File: src/rtl/bmm_ram.sv
// ----------------------------------------------------------------------------
// bmm_ram
// generic single-write, single-read ram with registered read data
// ----------------------------------------------------------------------------
module bmm_ram #(
  parameter int unsigned Width = 8,
  parameter int unsigned Depth = 32
) (
  input  logic                     clk_i,
  input  logic                     we_i,
  input  logic [$clog2(Depth)-1:0] waddr_i,
  input  logic [Width-1:0]         wdata_i,
  input  logic [$clog2(Depth)-1:0] raddr_i,
  output logic [Width-1:0]         rdata_o
);

  logic [Width-1:0] mem_q [Depth];

  always_ff @(posedge clk_i) begin
    if (we_i) begin
      mem_q[waddr_i] <= wdata_i;
    end
    rdata_o <= mem_q[raddr_i];
  end

endmodule

File: config.mk
export PLATFORM = sky130hd
export DESIGN_NAME = bmm_ram
export DESIGN_NICKNAME = d
export VERILOG_FILES = /design/src/rtl/bmm_ram.sv
export SDC_FILE = /design/constraint.sdc
export NUM_CORES = 1
export LEC_CHECK = 0
export BUFFER_PORTS_ARGS = -buffer_cell sky130_fd_sc_hd__buf_4
export CORE_UTILIZATION = 61
export DETAILED_ROUTE_END_ITERATION = 8
export PLACE_DENSITY = 0.78
export SYNTH_ARGS = -nofsm -noshare
export SYNTH_HDL_FRONTEND = slang
export SYNTH_SLANG_ARGS = --single-unit
File: constraint.sdc
create_clock -name clk_i -period 2.15 [get_ports clk_i]
set_input_delay 0.1075 -clock clk_i [delete_from_list [all_inputs] [get_ports clk_i]]
set_output_delay 0.1075 -clock clk_i [all_outputs]
set_load 0.005 [all_outputs]
==> results of run 1 <==
-- cell families after synthesis --
family | Yosys count | synth area share
buf+inv | 20 | 0.0106
flops | 264 | 0.781
simple gates | 45 | 0.0207
mux | 88 | 0.188
-- state kept, by name, indices dropped and copies added (netlist names) --
register / count
rdata_o: 8
mem_q: 256
-- layout by cell type (no fill, tap or decap) --
cell | Yosys | final
clkinvlp_4 | 0 | 3
clkbuf_16 | 0 | 25
buf_12 | 0 | 5
bufinv_16 | 0 | 1
clkinv_4 | 0 | 1
nand3_1 | 2 | 2
mux2_2 | 8 | 8
nand3b_1 | 5 | 5
nand2_1 | 1 | 1
mux4_2 | 80 | 80
buf_4 | 6 | 62
or3b_2 | 3 | 3
dlygate4sd3_1 | 0 | 1
clkinv_2 | 0 | 7
clkinv_1 | 0 | 3
clkbuf_1 | 6 | 3
edfxtp_1 | 256 | 256
or3_1 | 1 | 1
dfxtp_1 | 8 | 8
nor2_1 | 33 | 33
inv_6 | 0 | 1
-- worst min path at each step --
stage / endpoint / slack, ns / depth (start not counted)
5_1_grt: mem_q[4][7] / 0.02 / 1
3_5_place_dp: rdata_o[6] / 0.49 / 2
3_3_place_gp: rdata_o[6] / 0.47 / 2
2_1_floorplan: mem_q[0][0] / 0.21 / 0
6_report: mem_q[4][7] / 0.01 / 1
4_1_cts: mem_q[31][3] / 0.01 / 1
-- metal layers --
metal,global-route usage,up-vias
met3,0.0497,30
met5,0,-
met1,0.379,2404
li1,-,1930
met2,0.403,254
met4,0.0791,0
-- cell type report --
type                            count  area, sq um
Sequential cell                   264         7850
Fill cell                         923         4450
Multi-Input combinational cell    133         2100
Clock buffer                       28          637
Timing Repair Buffer               68          576
Tap cell                          216          270
Clock inverter                     16          116
-- critical path: stages (launching register included) --
cell      delay (ns)
edfxtp_1        0.38
mux4_2          0.54
mux4_2          0.55
mux2_2          0.29
-- where the power goes --
group | leakage [nW] | switching, mW | internal, mW
registers | 2.37 | 0.0270 | 5.72
logic | 0.963 | 0.302 | 0.272
clock network | 0.367 | 1.79 | 2.26
-- through the flow --
stage / instance area, sq um / power, mW / hold slack (ns) / utilization
after global routing: 11500 / 10.6 / 0.0191 / 0.722
after floorplan: 10100 / 6.15 / 0.206 / -
final: 11500 / 10.4 / 0.0145 / 0.722
after detailed placement: 10800 / 6.43 / 0.489 / 0.674
after global placement: 10800 / 6.41 / 0.475 / 0.674
after CTS: 11500 / 10.4 / 0.0115 / 0.722
==> results.json, run 1 <==
{
  "yosysWarnings": 0,
  "p_leak_nw": 3.70,
  "cts_buffers": 24,
  "routed_wl_microns": 20400,
  "fin_cells": 725,
  "port-buffer-count": 27,
  "fin_crit_sh": 0.863,
  "crit_type": "register to register",
  "clock_latency_ns": 0.52,
  "h-tree-depth": 1,
  "grt_usage": 0.258,
  "dieArea_sq_um": 17000,
  "die_h_microns": 130,
  "crit_start": "mem_q[13][0]",
  "wl_met1_microns": 8340,
  "crit_end": "rdata_o[0]",
  "r2r-end": "rdata_o[0]",
  "worst_slew_pin_slew_ns": 0.479,
  "dp_cells": 680,
  "start_util": 0.628,
  "synth_most_common_cell": "edfxtp_1",
  "place_hpwl_microns": 12500,
  "outcome": "completed",
  "ant_nets": 0,
  "yosysSeqAreaShare": 0.781,
  "cts_root_buffer": "clkbuf_16",
  "num_rows": 46,
  "gr-total-overflow": 0,
  "final_nets": 511,
  "ctsHoldBuffers": 1,
  "grt_pass1_wl_microns": 30000,
  "drtIter0Drc": 628,
  "reg2reg_slack_ns": 0.29,
  "antennaDiodeCount": 0,
  "synth_cell_types": 15,
  "grt_pass1_vias": 4750,
  "ys_top_cells_by_area": "edfxtp_1 76%, mux4_2 18%, dfxtp_1 1.6%",
  "drc": 0,
  "hold_class": "input port to register",
  "synth_nets": 437,
  "yosys_most_used_dff": "edfxtp_1",
  "finClkSkew_ns": 0.0186,
  "worstPathRequired_ns": 2.56,
  "peakVddDrop_uv": 602,
  "grt_antenna_before_repair": 0,
  "netlist_instances": 417,
  "yosysTopAreaCell": "edfxtp_1",
  "area_growth_pct": 14.8,
  "grt_max_degree": 33,
  "clk_pin_slew_ns": 0.07,
  "dp_slack_ns": 0.126,
  "synth_top_area_frac": 0.765,
  "ioPinCount": 28,
  "reg2regPathDepth": 3,
  "cp_max_fo": 1,
  "fmax_mhz": 539,
  "cts.sinks": 264,
  "fin_crit_ns": 1.86,
  "crit_arrival_ns": 2.27,
  "vias": 4618,
  "ctsResizeCount": 0,
  "layout-drive-gt1-share": 0.385,
  "fin_ws_ns": 0.294,
  "async_reset_ff_frac": 0,
  "wl_per_cell_microns": 28.1,
  "setup.worst_path.start_class": "register",
  "dr.max_layer_used": "met4",
  "syn_area_sq_um": 10100,
  "tritoncts": "done",
  "r2r-start": "mem_q[13][0]",
  "cp-end-kind": "register",
  "setup_viol": 0,
  "wl_met3_microns": 1810,
  "avgSynthCellArea_sq_um": 24.1,
  "max-slew-margin-rel": 0.680,
  "synth_seq_cells": 264,
  "setup-tns-final_ns": 0,
  "cts_setup_buffers": 0,
  "fp.dieW_microns": 130,
  "netlist_top_cells_count": "256 x edfxtp_1, 80 x mux4_2, 33 x nor2_1, 8 x dfxtp_1, 8 x mux2_2",
  "first_pass_iters": 4,
  "viasPerCell": 6.37,
  "wl_met2_microns": 9790,
  "hp-start": "wdata_i[7]",
  "synth-edff-count": 256,
  "pwr_density_cell_nw_per_um2": 898,
  "gp_congestion": 0.804,
  "hold_viol": 0,
  "maxSlewViolCount": 0,
  "core_area_sq_um": 16000,
  "cap_viol_max_count": 0,
  "clockBufferDepth": 3,
  "rsz0062_at_grt": "false"
}
No activity file was read; power rests on OpenSTA's default activity.
==> inputs of run 2 (changes only) <==
BUFFER_PORTS_ARGS = -buffer_cell sky130_fd_sc_hd__clkbuf_2   (was -buffer_cell sky130_fd_sc_hd__buf_4)
CORE_UTILIZATION = 64   (was 61)
CTS_BUF_LIST = sky130_fd_sc_hd__clkbuf_4 sky130_fd_sc_hd__clkbuf_8   (was not set)
PLACE_DENSITY = 0.82   (was 0.78)
==> results.json, run 2 (same netlist as run 1, synthesis figures left out) <==
{
  "fin_crit_sh": 0.860,
  "fp.dieW_microns": 127,
  "layout-drive-gt1-share": 0.409,
  "cts_buffers": 40,
  "drc": 0,
  "utilization": 0.750,
  "outcome": "completed",
  "layout_common_cells": "256 x edfxtp_1, 80 x mux4_2, 41 x clkbuf_8, 36 x buf_4, 33 x nor2_1",
  "crit_top_cell": "mux4_2",
  "worstPathRequired_ns": 2.56,
  "cpMaxStageDelayCell": "mux4_2",
  "hold_class": "input port to register",
  "h-tree-depth": 2,
  "cp-end-kind": "register",
  "num_rows": 45,
  "internal_power_mw": 7.94,
  "max-slew-margin-rel": 0.538,
  "viasPerCell": 6.30,
  "ff_latch_area_sq_um": 7850,
  "p_seq_frac": 0.574,
  "p_comb_frac": 0.054,
  "ioPinCount": 28,
  "tritoncts": "done",
  "port-buffer-count": 27,
  "worstPathCellList": "mux4_2 -> mux4_2 -> mux2_2",
  "largest_register": "mem_q",
  "cap_viol_max_count": 0,
  "maxSlewViolCount": 0,
  "pwr_density_cell_nw_per_um2": 877,
  "peakVddDrop_uv": 604,
  "setup-tns-final_ns": 0,
  "setup_viol": 0,
  "core_area_sq_um": 15300,
  "gp_congestion": 0.792,
  "cp_max_fo": 1,
  "ctsResizeCount": 0,
  "grt_antenna_before_repair": 0,
  "switching_share": 0.208,
  "grt_usage": 0.271,
  "setup.worst_path.start_class": "register",
  "vias": 4703,
  "ant_nets": 0,
  "place_hpwl_microns": 12800,
  "grt_max_degree": 48,
  "final_common_cell": "edfxtp_1",
  "fill_cells": 812,
  "cts.sinks": 264,
  "fmax_mhz": 541,
  "p_leak_nw": 3.71,
  "clk_pin_slew_ns": 0.06,
  "drtIter0Drc": 522,
  "first_pass_iters": 5,
  "largest_reg_flops": 256,
  "worst_slew_pin_slew_ns": 0.694,
  "dieArea_sq_um": 16200,
  "switchingPower_mw": 2.09,
  "wl_per_cell_microns": 26.7,
  "multi_input_area_sq_um": 2100,
  "grt_pass1_vias": 4810,
  "routed_wl_microns": 20000,
  "clock_latency_ns": 0.53,
  "final_nets": 526,
  "reg_top3": "mem_q (256), rdata_o (8)",
  "fin_crit_ns": 1.85,
  "pwr-share-clk": 0.372,
  "max_stage_delay_ns": 0.54,
  "finClkSkew_ns": 0.0144,
  "hold_viol": 0,
  "crit_type": "register to register",
  "cts_root_buffer": "clkbuf_8",
  "clockBufferDepth": 3,
  "gr-total-overflow": 0,
  "holdWs_ns": 0.0978,
  "start_util": 0.659,
  "antennaDiodeCount": 0,
  "die_h_microns": 127,
  "grt_pass1_wl_microns": 30100,
  "area_growth_pct": 13.8,
  "cts_setup_buffers": 0,
  "rsz0062_at_grt": "false",
  "ctsHoldBuffers": 0,
  "crit_arrival_ns": 2.26
}
[run 2: path summary, 6_finish.rpt]
check	startpoint	to	slack (ns)	cells past startpoint
max reg2reg	mem_q[13][2]	rdata_o[2]	0.30	3
max	mem_q[13][2]	rdata_o[2]	0.30	3
min reg2reg	mem_q[7][5]	rdata_o[5]	0.91	3
min	raddr_i[3]	rdata_o[1]	0.1	2
[run 2: power groups by stage]
stage          Combinational, mW  Clock (mW)  Sequential, mW
2_1_floorplan              0.305           0            5.85
3_3_place_gp               0.524           0            5.86
3_5_place_dp               0.541           0            5.87
4_1_cts                    0.543        3.80            5.76
5_1_grt                    0.575        4.01            5.76
6_report                   0.538        3.74            5.76
[run 2: worst max-delay path, delay by kind of cell, from the launching register on]
family | cells | cell delay [ns]
mux | 3 | 1.35
flops | 1 | 0.38
[run 2: stage by stage]
| stage | cells | setup WS, ns | total power [mW] | area, sq um |
|---|---|---|---|---|
| CTS | 746 | 0.288 | 10.1 | 11400 |
| global route | 746 | 0.268 | 10.3 | 11400 |
| floorplan | 417 | 0.240 | 6.15 | 10100 |
| finish | 746 | 0.301 | 10.0 | 11400 |
| detailed placement | 675 | 0.126 | 6.41 | 10700 |
| global placement | 675 | 0.155 | 6.38 | 10700 |
[run 2: area by class of cell]
class | count | share of cell area
tap | 211 | 0.0231
timing repair buffer | 67 | 0.0437
sequential | 264 | 0.686
clock buffer | 52 | 0.0565
clock inverter | 19 | 0.00743
multi-input combinational | 133 | 0.183
[run 2: per-layer routing]
layer,track usage,up-vias,wire (microns)
met1,0.399,2431,7890
met4,0.0910,0,473
met5,0,-,0
li1,-,1961,-
met2,0.409,275,9490
met3,0.0678,36,2110
==> inputs of run 3 (changes only) <==
CORE_ASPECT_RATIO = 1.2   (was not set)
CORE_MARGIN = 4   (was not set)
==> results.json, run 3 (same netlist as run 1, synthesis figures left out) <==
{
  "cp_max_fo": 1,
  "pwr-share-clk": 0.365,
  "hold_class": "input port to register",
  "peakVddDrop_uv": 838,
  "setup.worst_path.start_class": "register",
  "worstPathRequired_ns": 2.55,
  "fp.dieW_microns": 122,
  "r2r-start": "mem_q[13][5]",
  "largest_reg_flops": 256,
  "wl_met3_microns": 1500,
  "cts_root_buffer": "clkbuf_8",
  "grt_pass1_vias": 4871,
  "outcome": "completed",
  "wl_met2_microns": 10200,
  "grt_antenna_before_repair": 0,
  "vias": 4658,
  "switching_share": 0.207,
  "wl_met1_microns": 7170,
  "finClkSkew_ns": 0.0196,
  "max-slew-margin-rel": 0.528,
  "reg2regPathDepth": 3,
  "drtIter0Drc": 554,
  "h-tree-depth": 2,
  "cts.sinks": 264,
  "reg_top3": "mem_q (256), rdata_o (8)",
  "pwr_density_cell_nw_per_um2": 869,
  "crit_end": "rdata_o[5]",
  "layout-drive-gt1-share": 0.405,
  "holdWs_ns": 0.120,
  "fin_crit_sh": 0.841,
  "cts_setup_buffers": 0,
  "area_growth_pct": 13.5,
  "final_nets": 524,
  "dieArea_sq_um": 17800,
  "clock_latency_ns": 0.51,
  "r2r-end": "rdata_o[5]",
  "cp-end-kind": "register",
  "fin_crit_ns": 1.81,
  "routed_wl_microns": 19700,
  "fmax_mhz": 553,
  "num_rows": 49,
  "utilization": 0.750,
  "worst_slew_pin_slew_ns": 0.708,
  "grt_pass1_wl_microns": 30700,
  "start_util": 0.661,
  "gp_congestion": 0.836,
  "cap_viol_max_count": 0,
  "grt_usage": 0.239,
  "drc": 0,
  "final_common_cell": "edfxtp_1",
  "setup_viol": 0,
  "cts_buffers": 38,
  "setup-tns-final_ns": 0,
  "switchingPower_mw": 2.05,
  "largest_register": "mem_q",
  "hold_viol": 0,
  "internal_power_mw": 7.86,
  "maxSlewViolCount": 0,
  "ioPinCount": 28,
  "p_comb_frac": 0.055,
  "crit_arrival_ns": 2.21,
  "wl_per_cell_microns": 26.8,
  "ctsResizeCount": 0,
  "rsz0062_at_grt": "false",
  "core_area_sq_um": 15200,
  "port-buffer-count": 27,
  "ant_nets": 0,
  "p_seq_frac": 0.580,
  "dr.max_layer_used": "met4",
  "power.total_mw": 9.91,
  "reg2reg_slack_ns": 0.34,
  "die_h_microns": 145,
  "antennaDiodeCount": 0,
  "crit_start": "mem_q[13][5]",
  "first_pass_iters": 5,
  "viasPerCell": 6.36,
  "tritoncts": "done",
  "layout_common_cells": "256 x edfxtp_1, 80 x mux4_2, 41 x clkbuf_8, 35 x buf_4, 33 x nor2_1",
  "p_leak_nw": 3.69,
  "crit_type": "register to register",
  "place_hpwl_microns": 12800,
  "fin_cells": 732,
  "ctsHoldBuffers": 0,
  "clockBufferDepth": 3,
  "grt_max_degree": 47,
  "dp_cells": 668,
  "gr-total-overflow": 0,
  "clk_pin_slew_ns": 0.06
}
-- run 3: worst max-delay path, stage by stage, from the launching register on --
cell and delay [ns]:
edfxtp_1 0.37, mux4_2 0.52, mux4_2 0.53, mux2_2 0.28
-- run 3: power by group through the flow --
| stage | logic [mW] | clock network [mW] | registers (mW) |
|---|---|---|---|
| floorplan | 0.305 | 0 | 5.85 |
| global placement | 0.532 | 0 | 5.86 |
| detailed placement | 0.545 | 0 | 5.86 |
| CTS | 0.547 | 3.68 | 5.75 |
| global route | 0.579 | 3.96 | 5.76 |
| finish | 0.541 | 3.62 | 5.75 |
-- run 3: metrics by stage --
step	cell area [sq um]	setup slack, ns
6_report	11400	0.342
5_1_grt	11400	0.302
4_1_cts	11400	0.324
3_5_place_dp	10700	0.141
3_3_place_gp	10700	0.146
2_1_floorplan	10100	0.240
-- run 3: worst min-delay path by stage --
stage                        endpoint  slack [ns]  cells past startpoint  startpoint
after global routing       rdata_o[6]        0.08                      2  raddr_i[3]
final                      rdata_o[6]        0.12                      2  raddr_i[3]
after floorplan           mem_q[0][0]        0.21                      0  wdata_i[0]
after CTS                  rdata_o[1]        0.09                      2  raddr_i[3]
after detailed placement   rdata_o[1]        0.50                      1  rdata_o[1]
after global placement     rdata_o[1]        0.50                      1  rdata_o[1]
-- run 3: final cells by class --
cell class                      instances  area, sq um
Clock buffer                           48          617
Clock inverter                         16         77.6
Fill cell                             833         3790
Multi-Input combinational cell        133         2100
Sequential cell                       264         7850
Tap cell                              204          255
Timing Repair Buffer                   67          513
-- run 3: layer usage --
layer / track usage / up-vias
met1: 0.334 / 2438
met5: 0 / -
met4: 0.0975 / 0
li1: - / 1952
met3: 0.0448 / 46
met2: 0.379 / 222
